===== config.mk =====
export PLATFORM = sky130hd
export DESIGN_NAME = grid_neighbour_generator
export DESIGN_NICKNAME = d
export VERILOG_FILES = /design/src/rtl/core/gng_pkg.sv /design/src/rtl/core/gng_useq.sv /design/src/rtl/core/gng_cand.sv /design/src/rtl/core/gng_dp.sv /design/src/rtl/core/grid_neighbour_generator.sv
export SDC_FILE = /design/constraint.sdc
export NUM_CORES = 2
export LEC_CHECK = 0
export ABC_AREA = 1
export BUFFER_PORTS_ARGS = -buffer_cell sky130_fd_sc_hd__buf_2
export CORE_MARGIN = 1.5
export CORE_UTILIZATION = 50
export DETAILED_ROUTE_END_ITERATION = 7
export GPL_ROUTABILITY_DRIVEN = 0
export PLACE_DENSITY = 0.66
export SKIP_LAST_GASP = 1
export SLEW_MARGIN = 20
export SYNTH_ARGS = -nofsm -noshare
export SYNTH_HDL_FRONTEND = slang
export SYNTH_SLANG_ARGS = --single-unit

===== constraint.sdc =====
create_clock -name clk -period 18.2 [get_ports clk]
set_input_delay 3.64 -clock clk [delete_from_list [all_inputs] [get_ports clk]]
set_output_delay 3.64 -clock clk [all_outputs]
set_load 0.01 [all_outputs]

===== src/rtl/core/gng_pkg.sv =====
// ----------------------------------------------------------------------------
// gng_pkg
// Shared types, widths and the control store for the grid neighbour generator.
// ----------------------------------------------------------------------------
package gng_pkg;

	localparam int SIZE_W     = 11;               // size registers
	localparam int NODE_W     = 30;               // node / neighbour index
	localparam int PLANE_W    = 2 * SIZE_W;       // size_y * size_z
	localparam int TOTAL_W    = 3 * SIZE_W;       // node count of the grid
	localparam int CAND_W     = NODE_W + 1;       // node + plane, no overflow
	localparam int COORD_W    = SIZE_W + 1;       // coordinate with carry room
	localparam int CNT_W      = 33;               // edge counter
	localparam int NUM_CAND   = 6;
	localparam int CAND_IDX_W = 3;
	localparam int QBITS      = SIZE_W;           // quotient bits per division
	localparam int DIV_CNT_W  = 4;
	localparam int PC_W       = 4;
	localparam int CFG_IDX_W  = 2;

	localparam logic [CFG_IDX_W-1:0] REG_SIZE_X = 2'd0;
	localparam logic [CFG_IDX_W-1:0] REG_SIZE_Y = 2'd1;
	localparam logic [CFG_IDX_W-1:0] REG_SIZE_Z = 2'd2;

	// datapath operations
	typedef enum logic [3:0] {
		OP_NOP,
		OP_IDLE,
		OP_MUL_PLANE,
		OP_MUL_TOTAL,
		OP_CHECK,
		OP_DIV,
		OP_DIVY_INIT,
		OP_SETUP,
		OP_EVAL,
		OP_EMIT,
		OP_ERR,
		OP_NONE
	} op_t;

	// sequencer jump conditions
	typedef enum logic [3:0] {
		JC_NEXT,
		JC_GOTO,
		JC_WAIT_IN,
		JC_IF_GE,
		JC_LOOP_CNT,
		JC_LOOP_M,
		JC_IF_ZERO,
		JC_EMIT,
		JC_OUT
	} jc_t;

	typedef struct packed {
		op_t             op;
		jc_t             jc;
		logic [PC_W-1:0] target;
	} uword_t;

	typedef struct packed {
		logic in_fire;
		logic ge_total;
		logic cnt_zero;
		logic m_last;
		logic mask_zero;
		logic emit_done;
		logic out_free;
	} dp_status_t;

	localparam logic [PC_W-1:0] PC_IDLE = 4'd0;
	localparam logic [PC_W-1:0] PC_ERR  = 4'd11;
	localparam logic [PC_W-1:0] PC_NONE = 4'd12;

	function automatic uword_t ucode_rom(input logic [PC_W-1:0] pc);
		uword_t w;
		w = '{op: OP_NOP, jc: JC_GOTO, target: PC_IDLE};
		case (pc)
			4'd0:  w = '{op: OP_IDLE,      jc: JC_WAIT_IN,  target: PC_IDLE};
			4'd1:  w = '{op: OP_MUL_PLANE, jc: JC_NEXT,     target: PC_IDLE};
			4'd2:  w = '{op: OP_MUL_TOTAL, jc: JC_NEXT,     target: PC_IDLE};
			4'd3:  w = '{op: OP_CHECK,     jc: JC_IF_GE,    target: PC_ERR};
			4'd4:  w = '{op: OP_DIV,       jc: JC_LOOP_CNT, target: PC_IDLE};
			4'd5:  w = '{op: OP_DIVY_INIT, jc: JC_NEXT,     target: PC_IDLE};
			4'd6:  w = '{op: OP_DIV,       jc: JC_LOOP_CNT, target: PC_IDLE};
			4'd7:  w = '{op: OP_SETUP,     jc: JC_NEXT,     target: PC_IDLE};
			4'd8:  w = '{op: OP_EVAL,      jc: JC_LOOP_M,   target: PC_IDLE};
			4'd9:  w = '{op: OP_NOP,       jc: JC_IF_ZERO,  target: PC_NONE};
			4'd10: w = '{op: OP_EMIT,      jc: JC_EMIT,     target: PC_IDLE};
			4'd11: w = '{op: OP_ERR,       jc: JC_OUT,      target: PC_IDLE};
			4'd12: w = '{op: OP_NONE,      jc: JC_OUT,      target: PC_IDLE};
			default: w = '{op: OP_NOP,     jc: JC_GOTO,     target: PC_IDLE};
		endcase
		return w;
	endfunction

endpackage


===== src/rtl/core/gng_useq.sv =====
// ----------------------------------------------------------------------------
// gng_useq
// Step counter and control store; picks the next step from datapath status.
// ----------------------------------------------------------------------------
module gng_useq (
	input  logic                clk,
	input  logic                arst_n,
	input  gng_pkg::dp_status_t status,
	output gng_pkg::op_t        op
);
	import gng_pkg::*;

	logic [PC_W-1:0] pc_q;
	logic [PC_W-1:0] pc_d;
	logic [PC_W-1:0] pc_inc;
	uword_t          uw;

	assign uw     = ucode_rom(pc_q);
	assign pc_inc = pc_q + 4'd1;
	assign op     = uw.op;

	always_ff @(posedge clk or negedge arst_n) begin
		if (!arst_n) begin
			pc_q <= PC_IDLE;
		end else begin
			pc_q <= pc_d;
		end
	end

	always_comb begin
		pc_d = pc_q;
		case (uw.jc)
			JC_NEXT:     pc_d = pc_inc;
			JC_GOTO:     pc_d = uw.target;
			JC_WAIT_IN:  pc_d = status.in_fire   ? pc_inc    : pc_q;
			JC_IF_GE:    pc_d = status.ge_total  ? uw.target : pc_inc;
			JC_LOOP_CNT: pc_d = status.cnt_zero  ? pc_inc    : pc_q;
			JC_LOOP_M:   pc_d = status.m_last    ? pc_inc    : pc_q;
			JC_IF_ZERO:  pc_d = status.mask_zero ? uw.target : pc_inc;
			JC_EMIT:     pc_d = status.emit_done ? uw.target : pc_q;
			JC_OUT:      pc_d = status.out_free  ? uw.target : pc_q;
			default:     pc_d = PC_IDLE;
		endcase
	end

endmodule


===== src/rtl/core/gng_cand.sv =====
// ----------------------------------------------------------------------------
// gng_cand
// One stencil candidate: linear index, range check and mixed-radix position,
// kept when the squared distance to the node is at most one.
// ----------------------------------------------------------------------------
module gng_cand (
	input  logic [gng_pkg::CAND_IDX_W-1:0] m,
	input  logic [gng_pkg::NODE_W-1:0]     node,
	input  logic [gng_pkg::SIZE_W-1:0]     x,
	input  logic [gng_pkg::SIZE_W-1:0]     y,
	input  logic [gng_pkg::SIZE_W-1:0]     z,
	input  logic [gng_pkg::SIZE_W-1:0]     sy,
	input  logic [gng_pkg::SIZE_W-1:0]     sz,
	input  logic [gng_pkg::PLANE_W-1:0]    plane,
	input  logic [gng_pkg::TOTAL_W-1:0]    total,
	output logic [gng_pkg::CAND_W-1:0]     cand,
	output logic                           keep
);
	import gng_pkg::*;

	logic [1:0]         axis;
	logic               dec;
	logic [PLANE_W-1:0] d;
	logic               under;
	logic               in_range;
	logic [COORD_W-1:0] xe, ye, ze, sye, sze;
	logic [COORD_W-1:0] cx, cy, cz;
	logic [COORD_W-1:0] dx, dy, dz;
	logic               z_hit, y_hit, x_hit, z_wrap, y_wrap;
	logic               sx_ok, sy_ok, sz_ok;
	logic               nzx, nzy, nzz;

	assign axis = m[2:1];
	assign dec  = m[0];
	assign xe   = COORD_W'(x);
	assign ye   = COORD_W'(y);
	assign ze   = COORD_W'(z);
	assign sye  = COORD_W'(sy);
	assign sze  = COORD_W'(sz);

	always_comb begin
		case (axis)
			2'd0:    d = PLANE_W'(1);
			2'd1:    d = PLANE_W'(sz);
			default: d = plane;
		endcase
	end

	assign under    = dec && (CAND_W'(node) < CAND_W'(d));
	assign cand     = dec ? CAND_W'(node) - CAND_W'(d) : CAND_W'(node) + CAND_W'(d);
	assign in_range = !under && (TOTAL_W'(cand) < total);

	// position of the candidate as a carry / borrow through z, y, x digits
	always_comb begin
		z_hit = (axis == 2'd0);
		if (!dec) begin
			z_wrap = z_hit && ((ze + 1'b1) == sze);
			cz     = z_hit ? (z_wrap ? '0 : ze + 1'b1) : ze;
			y_hit  = (axis == 2'd1) || z_wrap;
			y_wrap = y_hit && ((ye + 1'b1) == sye);
			cy     = y_hit ? (y_wrap ? '0 : ye + 1'b1) : ye;
			x_hit  = (axis == 2'd2) || y_wrap;
			cx     = x_hit ? xe + 1'b1 : xe;
		end else begin
			z_wrap = z_hit && (ze == '0);
			cz     = z_hit ? (z_wrap ? sze - 1'b1 : ze - 1'b1) : ze;
			y_hit  = (axis == 2'd1) || z_wrap;
			y_wrap = y_hit && (ye == '0);
			cy     = y_hit ? (y_wrap ? sye - 1'b1 : ye - 1'b1) : ye;
			x_hit  = (axis == 2'd2) || y_wrap;
			cx     = x_hit ? xe - 1'b1 : xe;
		end
	end

	assign dx = xe - cx;
	assign dy = ye - cy;
	assign dz = ze - cz;

	assign nzx   = (dx != '0);
	assign nzy   = (dy != '0);
	assign nzz   = (dz != '0);
	assign sx_ok = !nzx || (dx == COORD_W'(1)) || (dx == '1);
	assign sy_ok = !nzy || (dy == COORD_W'(1)) || (dy == '1);
	assign sz_ok = !nzz || (dz == COORD_W'(1)) || (dz == '1);

	assign keep = in_range && sx_ok && sy_ok && sz_ok
		&& !(nzx && nzy) && !(nzx && nzz) && !(nzy && nzz);

endmodule


===== src/rtl/core/gng_dp.sv =====
// ----------------------------------------------------------------------------
// gng_dp
// Datapath: grid size products, shift-subtract divider, candidate mask,
// edge counter and the result register.
// ----------------------------------------------------------------------------
module gng_dp (
	input  logic                        clk,
	input  logic                        arst_n,
	input  gng_pkg::op_t                op,
	input  logic [gng_pkg::SIZE_W-1:0]  sx,
	input  logic [gng_pkg::SIZE_W-1:0]  sy,
	input  logic [gng_pkg::SIZE_W-1:0]  sz,
	input  logic                        in_valid,
	input  logic [gng_pkg::NODE_W-1:0]  node_index,
	input  logic                        clear_count,
	input  logic                        out_ready,
	output logic                        out_valid,
	output logic [gng_pkg::NODE_W-1:0]  neighbour_index,
	output logic                        neighbour_valid,
	output logic [gng_pkg::CNT_W-1:0]   edge_offset,
	output logic                        last_result,
	output logic                        index_error,
	output gng_pkg::dp_status_t         status
);
	import gng_pkg::*;

	logic [NODE_W-1:0]     node_q;
	logic [PLANE_W-1:0]    plane_q;
	logic [TOTAL_W-1:0]    total_q;
	logic [NODE_W-1:0]     rem_q;
	logic [PLANE_W-1:0]    div_q;
	logic [QBITS-1:0]      quo_q;
	logic [DIV_CNT_W-1:0]  cnt_q;
	logic [SIZE_W-1:0]     x_q, y_q, z_q;
	logic [CAND_IDX_W-1:0] m_q;
	logic [NUM_CAND-1:0]   mask_q;
	logic [CNT_W-1:0]      edge_q;
	logic                  out_valid_q;
	logic [NODE_W-1:0]     nb_q;
	logic                  nb_valid_q;
	logic [CNT_W-1:0]      offset_q;
	logic                  last_q;
	logic                  err_q;

	logic [TOTAL_W-1:0]    shifted;
	logic [TOTAL_W-1:0]    diff;
	logic                  div_ge;
	logic [CAND_W-1:0]     cand;
	logic                  keep;
	logic [NUM_CAND-1:0]   hi;
	logic                  last_kept;
	logic                  out_free;
	logic                  in_fire;
	logic                  emit_fire;
	logic                  m_last;
	logic [CNT_W-1:0]      edge_inc;

	gng_cand u_cand (
		.m     (m_q),
		.node  (node_q),
		.x     (x_q),
		.y     (y_q),
		.z     (z_q),
		.sy    (sy),
		.sz    (sz),
		.plane (plane_q),
		.total (total_q),
		.cand  (cand),
		.keep  (keep)
	);

	// one quotient bit per cycle, most significant first
	assign shifted = TOTAL_W'(div_q) << cnt_q;
	assign div_ge  = TOTAL_W'(rem_q) >= shifted;
	assign diff    = TOTAL_W'(rem_q) - shifted;

	assign out_free  = !out_valid_q || out_ready;
	assign in_fire   = in_valid && (op == OP_IDLE);
	assign m_last    = (m_q == CAND_IDX_W'(NUM_CAND - 1));
	assign hi        = mask_q >> m_q;
	assign last_kept = (hi[NUM_CAND-1:1] == '0);
	assign emit_fire = (op == OP_EMIT) && mask_q[m_q] && out_free;
	assign edge_inc  = (edge_q == '1) ? edge_q : edge_q + 1'b1;

	assign status.in_fire   = in_fire;
	assign status.ge_total  = (TOTAL_W'(node_q) >= total_q);
	assign status.cnt_zero  = (cnt_q == '0);
	assign status.m_last    = m_last;
	assign status.mask_zero = (mask_q == '0);
	assign status.emit_done = mask_q[m_q] && out_free && last_kept;
	assign status.out_free  = out_free;

	// control state
	always_ff @(posedge clk or negedge arst_n) begin
		if (!arst_n) begin
			edge_q      <= '0;
			out_valid_q <= 1'b0;
		end else begin
			if (in_fire && clear_count)
				edge_q <= '0;
			else if (emit_fire)
				edge_q <= edge_inc;

			if (emit_fire || (((op == OP_ERR) || (op == OP_NONE)) && out_free))
				out_valid_q <= 1'b1;
			else if (out_ready)
				out_valid_q <= 1'b0;
		end
	end

	// working registers
	always_ff @(posedge clk) begin
		case (op)
			OP_IDLE: begin
				if (in_fire)
					node_q <= node_index;
			end
			OP_MUL_PLANE: begin
				plane_q <= sy * sz;
			end
			OP_MUL_TOTAL: begin
				total_q <= sx * plane_q;
			end
			OP_CHECK: begin
				rem_q <= node_q;
				div_q <= plane_q;
				quo_q <= '0;
				cnt_q <= DIV_CNT_W'(QBITS - 1);
			end
			OP_DIV: begin
				if (div_ge)
					rem_q <= diff[NODE_W-1:0];
				quo_q <= {quo_q[QBITS-2:0], div_ge};
				cnt_q <= cnt_q - 1'b1;
			end
			OP_DIVY_INIT: begin
				x_q   <= quo_q;
				div_q <= PLANE_W'(sz);
				quo_q <= '0;
				cnt_q <= DIV_CNT_W'(QBITS - 1);
			end
			OP_SETUP: begin
				y_q <= quo_q;
				z_q <= rem_q[SIZE_W-1:0];
				m_q <= '0;
			end
			OP_EVAL: begin
				mask_q[m_q] <= keep;
				m_q         <= m_last ? '0 : m_q + 1'b1;
			end
			OP_EMIT: begin
				if (!mask_q[m_q] || out_free)
					m_q <= m_q + 1'b1;
			end
			default: begin
			end
		endcase
	end

	// result register
	always_ff @(posedge clk) begin
		if (emit_fire) begin
			nb_q       <= cand[NODE_W-1:0];
			nb_valid_q <= 1'b1;
			offset_q   <= edge_inc;
			last_q     <= last_kept;
			err_q      <= 1'b0;
		end else if (((op == OP_ERR) || (op == OP_NONE)) && out_free) begin
			nb_q       <= '0;
			nb_valid_q <= 1'b0;
			offset_q   <= edge_q;
			last_q     <= 1'b1;
			err_q      <= (op == OP_ERR);
		end
	end

	assign out_valid       = out_valid_q;
	assign neighbour_index = nb_q;
	assign neighbour_valid = nb_valid_q;
	assign edge_offset     = offset_q;
	assign last_result     = last_q;
	assign index_error     = err_q;

endmodule


===== src/rtl/core/grid_neighbour_generator.sv =====
// ----------------------------------------------------------------------------
// grid_neighbour_generator
// Seven-point stencil neighbours of a node in a 3D structured grid, with a
// saturating running edge count as the CSR row offset.
// ----------------------------------------------------------------------------
//  channel | handshake            | payload
//  --------+----------------------+---------------------------------------------
//  in      | in_valid / in_ready  | node_index, clear_count
//  out     | out_valid / out_ready| neighbour_index, neighbour_valid,
//          |                      | edge_offset, last_result, index_error
//  cfg     | cfg_valid / cfg_ready| cfg_index, cfg_data (size_x, size_y, size_z)
//
// An in-range node passes through two multiplies, two shift-subtract divisions
// of 11 quotient bits each in the shared divider, six candidate evaluations
// and an emit pass up to the last kept one; out of range gives an error beat.
// One node at a time; in_ready is high only at the idle step of the sequencer.
// A stalled out channel holds the sequencer at its emit or single-beat step.
// Reset clears the edge counter and sets every size to 1.
// ----------------------------------------------------------------------------
module grid_neighbour_generator #(
	parameter int MAX_SIDE = 1024
) (
	input  logic                                 clk,
	input  logic                                 arst_n,
	input  logic                                 cfg_valid,
	output logic                                 cfg_ready,
	input  logic [gng_pkg::CFG_IDX_W-1:0]        cfg_index,
	input  logic [gng_pkg::SIZE_W-1:0]           cfg_data,
	input  logic                                 in_valid,
	output logic                                 in_ready,
	input  logic [gng_pkg::NODE_W-1:0]           node_index,
	input  logic                                 clear_count,
	output logic                                 out_valid,
	input  logic                                 out_ready,
	output logic [gng_pkg::NODE_W-1:0]           neighbour_index,
	output logic                                 neighbour_valid,
	output logic [gng_pkg::CNT_W-1:0]            edge_offset,
	output logic                                 last_result,
	output logic                                 index_error
);
	import gng_pkg::*;

	logic [SIZE_W-1:0] size_x_q, size_y_q, size_z_q;
	logic [SIZE_W-1:0] sx, sy, sz;
	op_t               op;
	dp_status_t        status;

	assign cfg_ready = 1'b1;

	always_ff @(posedge clk or negedge arst_n) begin
		if (!arst_n) begin
			size_x_q <= SIZE_W'(1);
			size_y_q <= SIZE_W'(1);
			size_z_q <= SIZE_W'(1);
		end else if (cfg_valid) begin
			case (cfg_index)
				REG_SIZE_X: size_x_q <= cfg_data;
				REG_SIZE_Y: size_y_q <= cfg_data;
				REG_SIZE_Z: size_z_q <= cfg_data;
				default: begin
				end
			endcase
		end
	end

	// sides beyond MAX_SIDE are clamped
	assign sx = (32'(size_x_q) > MAX_SIDE) ? SIZE_W'(MAX_SIDE) : size_x_q;
	assign sy = (32'(size_y_q) > MAX_SIDE) ? SIZE_W'(MAX_SIDE) : size_y_q;
	assign sz = (32'(size_z_q) > MAX_SIDE) ? SIZE_W'(MAX_SIDE) : size_z_q;

	assign in_ready = (op == OP_IDLE);

	gng_useq u_useq (
		.clk    (clk),
		.arst_n (arst_n),
		.status (status),
		.op     (op)
	);

	gng_dp u_dp (
		.clk             (clk),
		.arst_n          (arst_n),
		.op              (op),
		.sx              (sx),
		.sy              (sy),
		.sz              (sz),
		.in_valid        (in_valid),
		.node_index      (node_index),
		.clear_count     (clear_count),
		.out_ready       (out_ready),
		.out_valid       (out_valid),
		.neighbour_index (neighbour_index),
		.neighbour_valid (neighbour_valid),
		.edge_offset     (edge_offset),
		.last_result     (last_result),
		.index_error     (index_error),
		.status          (status)
	);

endmodule

Word level (Yosys, flattened, before mapping)
Memory sizes are Yosys's and may differ from the RTL's.
Cells that the tools add are included.
{"block": "classes", "mux": 50, "reduce_logical": 72, "add_sub_neg": 18, "n_eq_ne": 40, "magnitude_cmp": 9, "multipliers": 2, "shifts": 2}
{"operator": "33-bit 2-to-1 mux", "n": 5}
{"operator": "12-bit 2-to-1 mux", "n": 13}
{"operator": "30-bit 2-to-1 mux", "n": 3}
{"operator": "22-bit case mux with 2 select lines", "n": 2}
{"operator": "30-bit by 33-bit greater-or-equal comparator with 1-bit output", "n": 2}
{"operator": "30-bit case mux with 2 select lines", "n": 1}
{"operator": "11-bit by 1-bit subtractor with 12-bit output (second input constant)", "n": 5}
{"operator": "11-bit by 1-bit adder with 12-bit output (second input constant)", "n": 3}
{"operator": "12-bit by 1-bit == test with 1-bit output (second input constant)", "n": 3}
{"operator": "12-bit == test (second input constant)", "n": 3}
{"operator": "4-bit case mux with 9 select lines", "n": 1}
{"operator": "12-bit nonzero test", "n": 3}
{"operator": "11-bit by 12-bit subtractor with 12-bit output", "n": 3}
{"operator": "33-bit by 1-bit adder with 33-bit output (second input constant)", "n": 1}
{"operator": "33-bit == test (second input constant)", "n": 1}
{"operator": "11-bit > comparator (second input constant)", "n": 3}
{"operator": "31-bit by 33-bit < comparator with 1-bit output", "n": 1}
{"operator": "11-bit by 22-bit multiplier with 33-bit output", "n": 1}
{"operator": "11-bit 2-to-1 mux", "n": 3}
{"operator": "22-bit by 4-bit << shifter with 33-bit output", "n": 1}
{"operator": "4-bit by 3-bit == test with 1-bit output (second input constant)", "n": 8}
{"operator": "30-bit by 22-bit adder with 31-bit output", "n": 1}
{"operator": "31-bit 2-to-1 mux", "n": 1}
{"operator": "30-bit by 22-bit subtractor with 31-bit output", "n": 1}
{"operator": "40 further kinds", "n": 124}
{"block": "totals", "memories": 1, "output_inout_bits": 69, "register_bits": 331, "romBits": 192}
{"name": "(no name shown)", "depth": 16, "width": 12, "rd": 1, "rd_clocked_by_memory_dff": 0, "wr": 0, "line_no": "gng_pkg.sv:77", "text": "case (pc)"}

Depth between registers and ports, before layout
{"block": "logic_depth", "ltp_word": 21, "depth_mapped": 38, "mapped_depth_nobuf": 36}

By module
Synthesis repeated with hierarchy kept, for this count alone.
{"block": "unflattened", "cells_unflattened": 5093, "hier_area_um2": 38052.7}
{"module": "gng_dp", "cells_per_inst": 3267, "instances": 1, "area_each_um2": 27353.7}
{"module": "gng_cand", "cells_per_inst": 1465, "instances": 1, "area_each_um2": 8185.4}
{"module": "grid_neighbour_generator", "cells_per_inst": 214, "instances": 1, "area_each_um2": 1679.1}
{"module": "gng_useq", "cells_per_inst": 147, "instances": 1, "area_each_um2": 834.6}

Worst setup path before layout
No wires, ideal clock.
{"block": "synth_path", "path_kind": "register -> register", "from": "register size_x_q[0]", "to": "register u_dp.total_q[31], data pin", "slack_ns": 11.971, "path_buffers": 1, "path_stages_with_launch": 27, "arrival_ns": 5.968, "synth_period_minus_slack_ns": 6.229, "cell_sequence": "dfstp_2 inv_1 nand4_1 nor2_1 a31oi_1 nor2_1 clkbuf_1 nand2_1 fa_1 fa_1 inv_1 fa_1 inv_1 fa_1 inv_1 fa_1 ha_1 a21oi_1 o21ai_0 o21bai_1 a21boi_0 o21ai_1 a21boi_0 o21ai_1 a21oi_1 o21ai_1 xor2_1"}
{"block": "synth_between", "elab_chain_cells": 3}
{"element": "start: declaration", "line_no": "grid_neighbour_generator.sv:43", "text": "logic [SIZE_W-1:0] size_x_q, size_y_q, size_z_q;"}
{"element": "start signal: assignment", "line_no": "grid_neighbour_generator.sv:57", "text": "REG_SIZE_X: size_x_q <= cfg_data;"}
{"element": "11-bit > comparator", "line_no": "grid_neighbour_generator.sv:67", "text": "assign sx = (32'(size_x_q) > MAX_SIDE) ? SIZE_W'(MAX_SIDE) : size_x_q;"}
{"element": "11-bit 2-to-1 mux (*)", "line_no": "grid_neighbour_generator.sv:67"}
{"element": "11-bit by 22-bit multiplier with 33-bit output (*)", "line_no": "gng_dp.sv:122", "text": "total_q <= sx * plane_q;"}
{"element": "end signal: assignment", "line_no": "gng_dp.sv:122"}
{"element": "end: declaration", "line_no": "gng_dp.sv:29", "text": "logic [TOTAL_W-1:0] total_q;"}
Every way passes the cells marked *; elsewhere a longest branch is shown, timed or not.
A chain may end at the register's enable or synchronous reset.

Worst setup path after layout
{"block": "layout_path", "from": "register size_x_q[10]", "to": "register u_dp.total_q[31], data pin"}
The elaborated chain is that of the path after synthesis.

==> results.md <==
* Status: finished, final reports clean
* IO Count at 118
* Vias in the first global route at 29652
* Rows at 97
* Antenna violations before repair at 1
* Vias post-DR at 31117
* DR vias/cell at 5.54
* Post-synthesis cell area at 0.0358 mm^2
* Number of H-tree levels at 2
* Setup TNS at 0 ns
* Seq/Total Area, Yosys at 26.8%
* Worst-path fanout max at 26
* Post-DP HPWL at 83600 um
* Clock skew at 0.0271 ns
* Largest family of logic cells by synthesized area: adder cells
* Most used DFF post-synth: edfxtp_1
* Layout Area Growth over Synthesis at 7.96%
* Synth Area in Adders at 26.0%
* End point of the worst hold path: u_dp.neighbour_valid
* Share of the synthesized area in the top cell type at 21.7%
* Worst path required time at 18.52 ns
* Min-delay src: u_dp.neighbour_valid
* CP Capture Type: flip-flop
* Post-synthesis mux area share at 0.336%
* CTS tree: built
* Syn_area_per_cell at 7.79 um^2
* Unrepaired setup endpoints after global routing: no
* Peak Freq at 136 MHz
* Cell taking the most area after synthesis: edfxtp_1
* Post-layout min period at 7.33 ns
* Num Clock Sinks at 331
* Yosys reg bits at 331
* Post-CTS Setup Bufs at 0
* Slew @ Worst Pin at 1.06 ns
* Later-pin clock latency in the skew report at 0.58 ns
* Crit path DAT at 7.65 ns
* Mapped Cells at 4589
* Crit path launch type: flip-flop
* Drt pass-1 iters at 6
* # diodes at 0
* Core box area at 0.0704 mm^2
* # nets final at 5277
* # DRC at 0
* Clock Pin Slew Worst Setup and Hold Paths at 0.08 ns
* Clock Tree Root: clkbuf_16
* R2R Setup Slk at 10.87 ns
* Post-DRT Antenna Nets at 0
* Post-synth EDFFs at 258
* Gr ovfl total at 0
* Layout cell share with drive strength beyond 1 at 6.35%
* DR WL/cell at 18.6 um
* Largest net degree at the start of global routing at 68
* Area contributors post-synth: edfxtp_1 22%, fa_1 15%, ha_1 11%
* Initial drt markers at 3069
* Die area at 0.0731 mm^2
* # hold bufs at CTS at 0
* Port bufs at 116
* Num CTS Buffers at 40
* Asr flop ratio synth at 21.5%
* Max Cap Viol at 0
* Syn nets at 5221
* WS Path Type: flip-flop to flip-flop
* Post-synthesis xor/xnor area fraction at 4.11%
* Fill cell count at 6770
* Initial Utilization at 50.8%
* Final Setup Violations at 0
* Slew HR at 29.2%
* Hold Violations, Final at 0
* GRT Util Overall at 28.5%
* Yosys warns at 0
* Cell count of the worst hold path at 2
* First-pass GRT wire length at 164000 um
* RR Startpoint: size_x_q[10]
* PostCTS Resize Cnt at 0
* Synth Area in Compound Gates at 11.5%
* Post-Synth Simple-Gate Area at 21.6%
* Yosys cell types at 71
* Final Slew Violations at 0
* Min-delay worst type: flip-flop to flip-flop
* FF-to-FF End: u_dp.total_q[31]
* Worst-case clock buffer depth at 3
* Worst R2R Path Depth at 24
* Final wirelength at 105000 um
* Die Span Y at 270 um
* Chip width at 270 um
* Period utilization at 40.3%
-- placed cells by master, fill, tap and decap left out, types with 10 or more instances in the layout --
master	netlist	final
o22ai_1	17	17
xor2_1	126	126
edfxtp_1	258	258
o21ai_1	10	10
clkinv_1	8	12
inv_1	765	763
a31oi_1	18	18
nand2_1	1057	1056
fa_1	265	265
o221ai_1	14	14
nor3_1	75	74
o31ai_1	12	12
nand4_1	60	60
o21ai_0	324	324
mux2i_1	12	12
ha_1	318	318
a21oi_1	234	233
nand2_2	13	14
a21boi_0	11	11
nor2_1	405	402
clkbuf_16	0	40
a21o_1	15	15
o211ai_1	17	17
dfrtp_1	68	68
buf_4	3	32
xnor2_1	40	40
buf_2	10	115
or2_2	15	15
inv_2	12	13
nor4_1	24	24
o21bai_1	12	12
nand3_1	155	155
-- critical path, cell delays in order (launching register included) --
cell and delay [ns]:
dfrtp_1 0.92, inv_1 0.10, a31oi_1 0.54, nor2_1 0.30
buf_4 0.29, nand2_1 0.10, fa_1 0.47, fa_1 0.52
inv_1 0.05, fa_1 0.47, inv_1 0.06, fa_1 0.52
inv_1 0.05, fa_1 0.47, ha_1 0.38, a21oi_1 0.16
o21ai_0 0.08, o21bai_1 0.19, a21boi_0 0.30, o21ai_1 0.16
a21boi_0 0.29, o21ai_1 0.14, a21oi_1 0.24, o21ai_1 0.10
xor2_1 0.15
-- metal layers --
metal  global-route usage (%)  share of wire (%)
met5                        0                  0
met4                     8.41                2.9
met3                     5.20                8.0
met2                     44.7                 45
met1                     40.1                 44
-- sequential cells by signal, indices dropped and copies added, names as in the netlist, 3 cells and up --
register and flops:
u_dp.m_q 3, u_dp.cnt_q 4, size_y_q 11, size_x_q 11, u_dp.mask_q 6, u_dp.div_q 22, u_dp.plane_q 22, u_dp.z_q 11
u_dp.edge_offset 33, u_dp.neighbour_index 30, u_dp.edge_q 33, u_useq.pc_q 4, u_dp.y_q 11, u_dp.total_q 33, u_dp.rem_q 30, u_dp.x_q 11
size_z_q 11, u_dp.quo_q 11, u_dp.node_q 30
-- layout make-up --
class / instances / area (um^2) / area share, %
clock buffers: 43 / 1020 / 2.65
multi-input cells: 3340 / 22700 / 58.9
flip-flops and latches: 331 / 9570 / 24.8
inverters: 785 / 2950 / 7.63
well taps: 940 / 1180 / 3.05
repair buffers: 147 / 816 / 2.11
clock inverters: 31 / 342 / 0.885
-- per-stage QoR --
stage          cell area, um^2  cells  hold slack, ns  worst slack, ns  util, %
3_5_place_dp             37200   5543           0.448            10.95     52.9
5_1_grt                  38600   5617           0.477            10.30     54.8
6_report                 38600   5617           0.461            10.87     54.8
3_3_place_gp             37200   5543           0.438            11.14     52.9
2_1_floorplan            35800   4589           0.421            11.97        -
4_1_cts                  38600   5617           0.465            10.89     54.8
-- Yosys cell counts (11+ instances only) --
| cell | number |
|---|---|
| o211ai_1 | 17 |
| nand3_1 | 155 |
| xor2_1 | 126 |
| nor2_1 | 405 |
| inv_2 | 12 |
| o21ai_0 | 324 |
| nor4_1 | 24 |
| clkbuf_1 | 109 |
| ha_1 | 318 |
| a21o_1 | 15 |
| edfxtp_1 | 258 |
| a21boi_0 | 11 |
| o221ai_1 | 14 |
| o31ai_1 | 12 |
| a21oi_1 | 234 |
| dfrtp_1 | 68 |
| nand2_2 | 13 |
| nand2_1 | 1057 |
| o22ai_1 | 17 |
| o21bai_1 | 12 |
| nand4_1 | 60 |
| xnor2_1 | 40 |
| or2_2 | 15 |
| a31oi_1 | 18 |
| mux2i_1 | 12 |
| fa_1 | 265 |
| nor3_1 | 75 |
| inv_1 | 765 |
-- worst max path at each step --
| stage | startpoint | endpoint | cells after the start |
|---|---|---|---|
| floorplan | size_x_q[0] | u_dp.total_q[31] | 26 |
| global placement | size_x_q[10] | u_dp.total_q[31] | 24 |
| detailed placement | size_x_q[10] | u_dp.total_q[31] | 24 |
| CTS | size_x_q[10] | u_dp.total_q[31] | 24 |
| global route | size_x_q[10] | u_dp.total_q[29] | 25 |
| finish | size_x_q[10] | u_dp.total_q[31] | 24 |
-- cells by family after synthesis --
group | after synthesis
AND/OR/NAND/NOR | 1847
adder cells (fa/ha/maj) | 583
other | 1
multiplexers | 12
buffers and inverters | 918
XOR/XNOR | 167
flip-flops | 331
AO/OA/AOI/OAI | 730
Power is left out: the tool's default activity adds up to more than one toggle a clock period on the data nets, which glitch-free logic cannot reach.
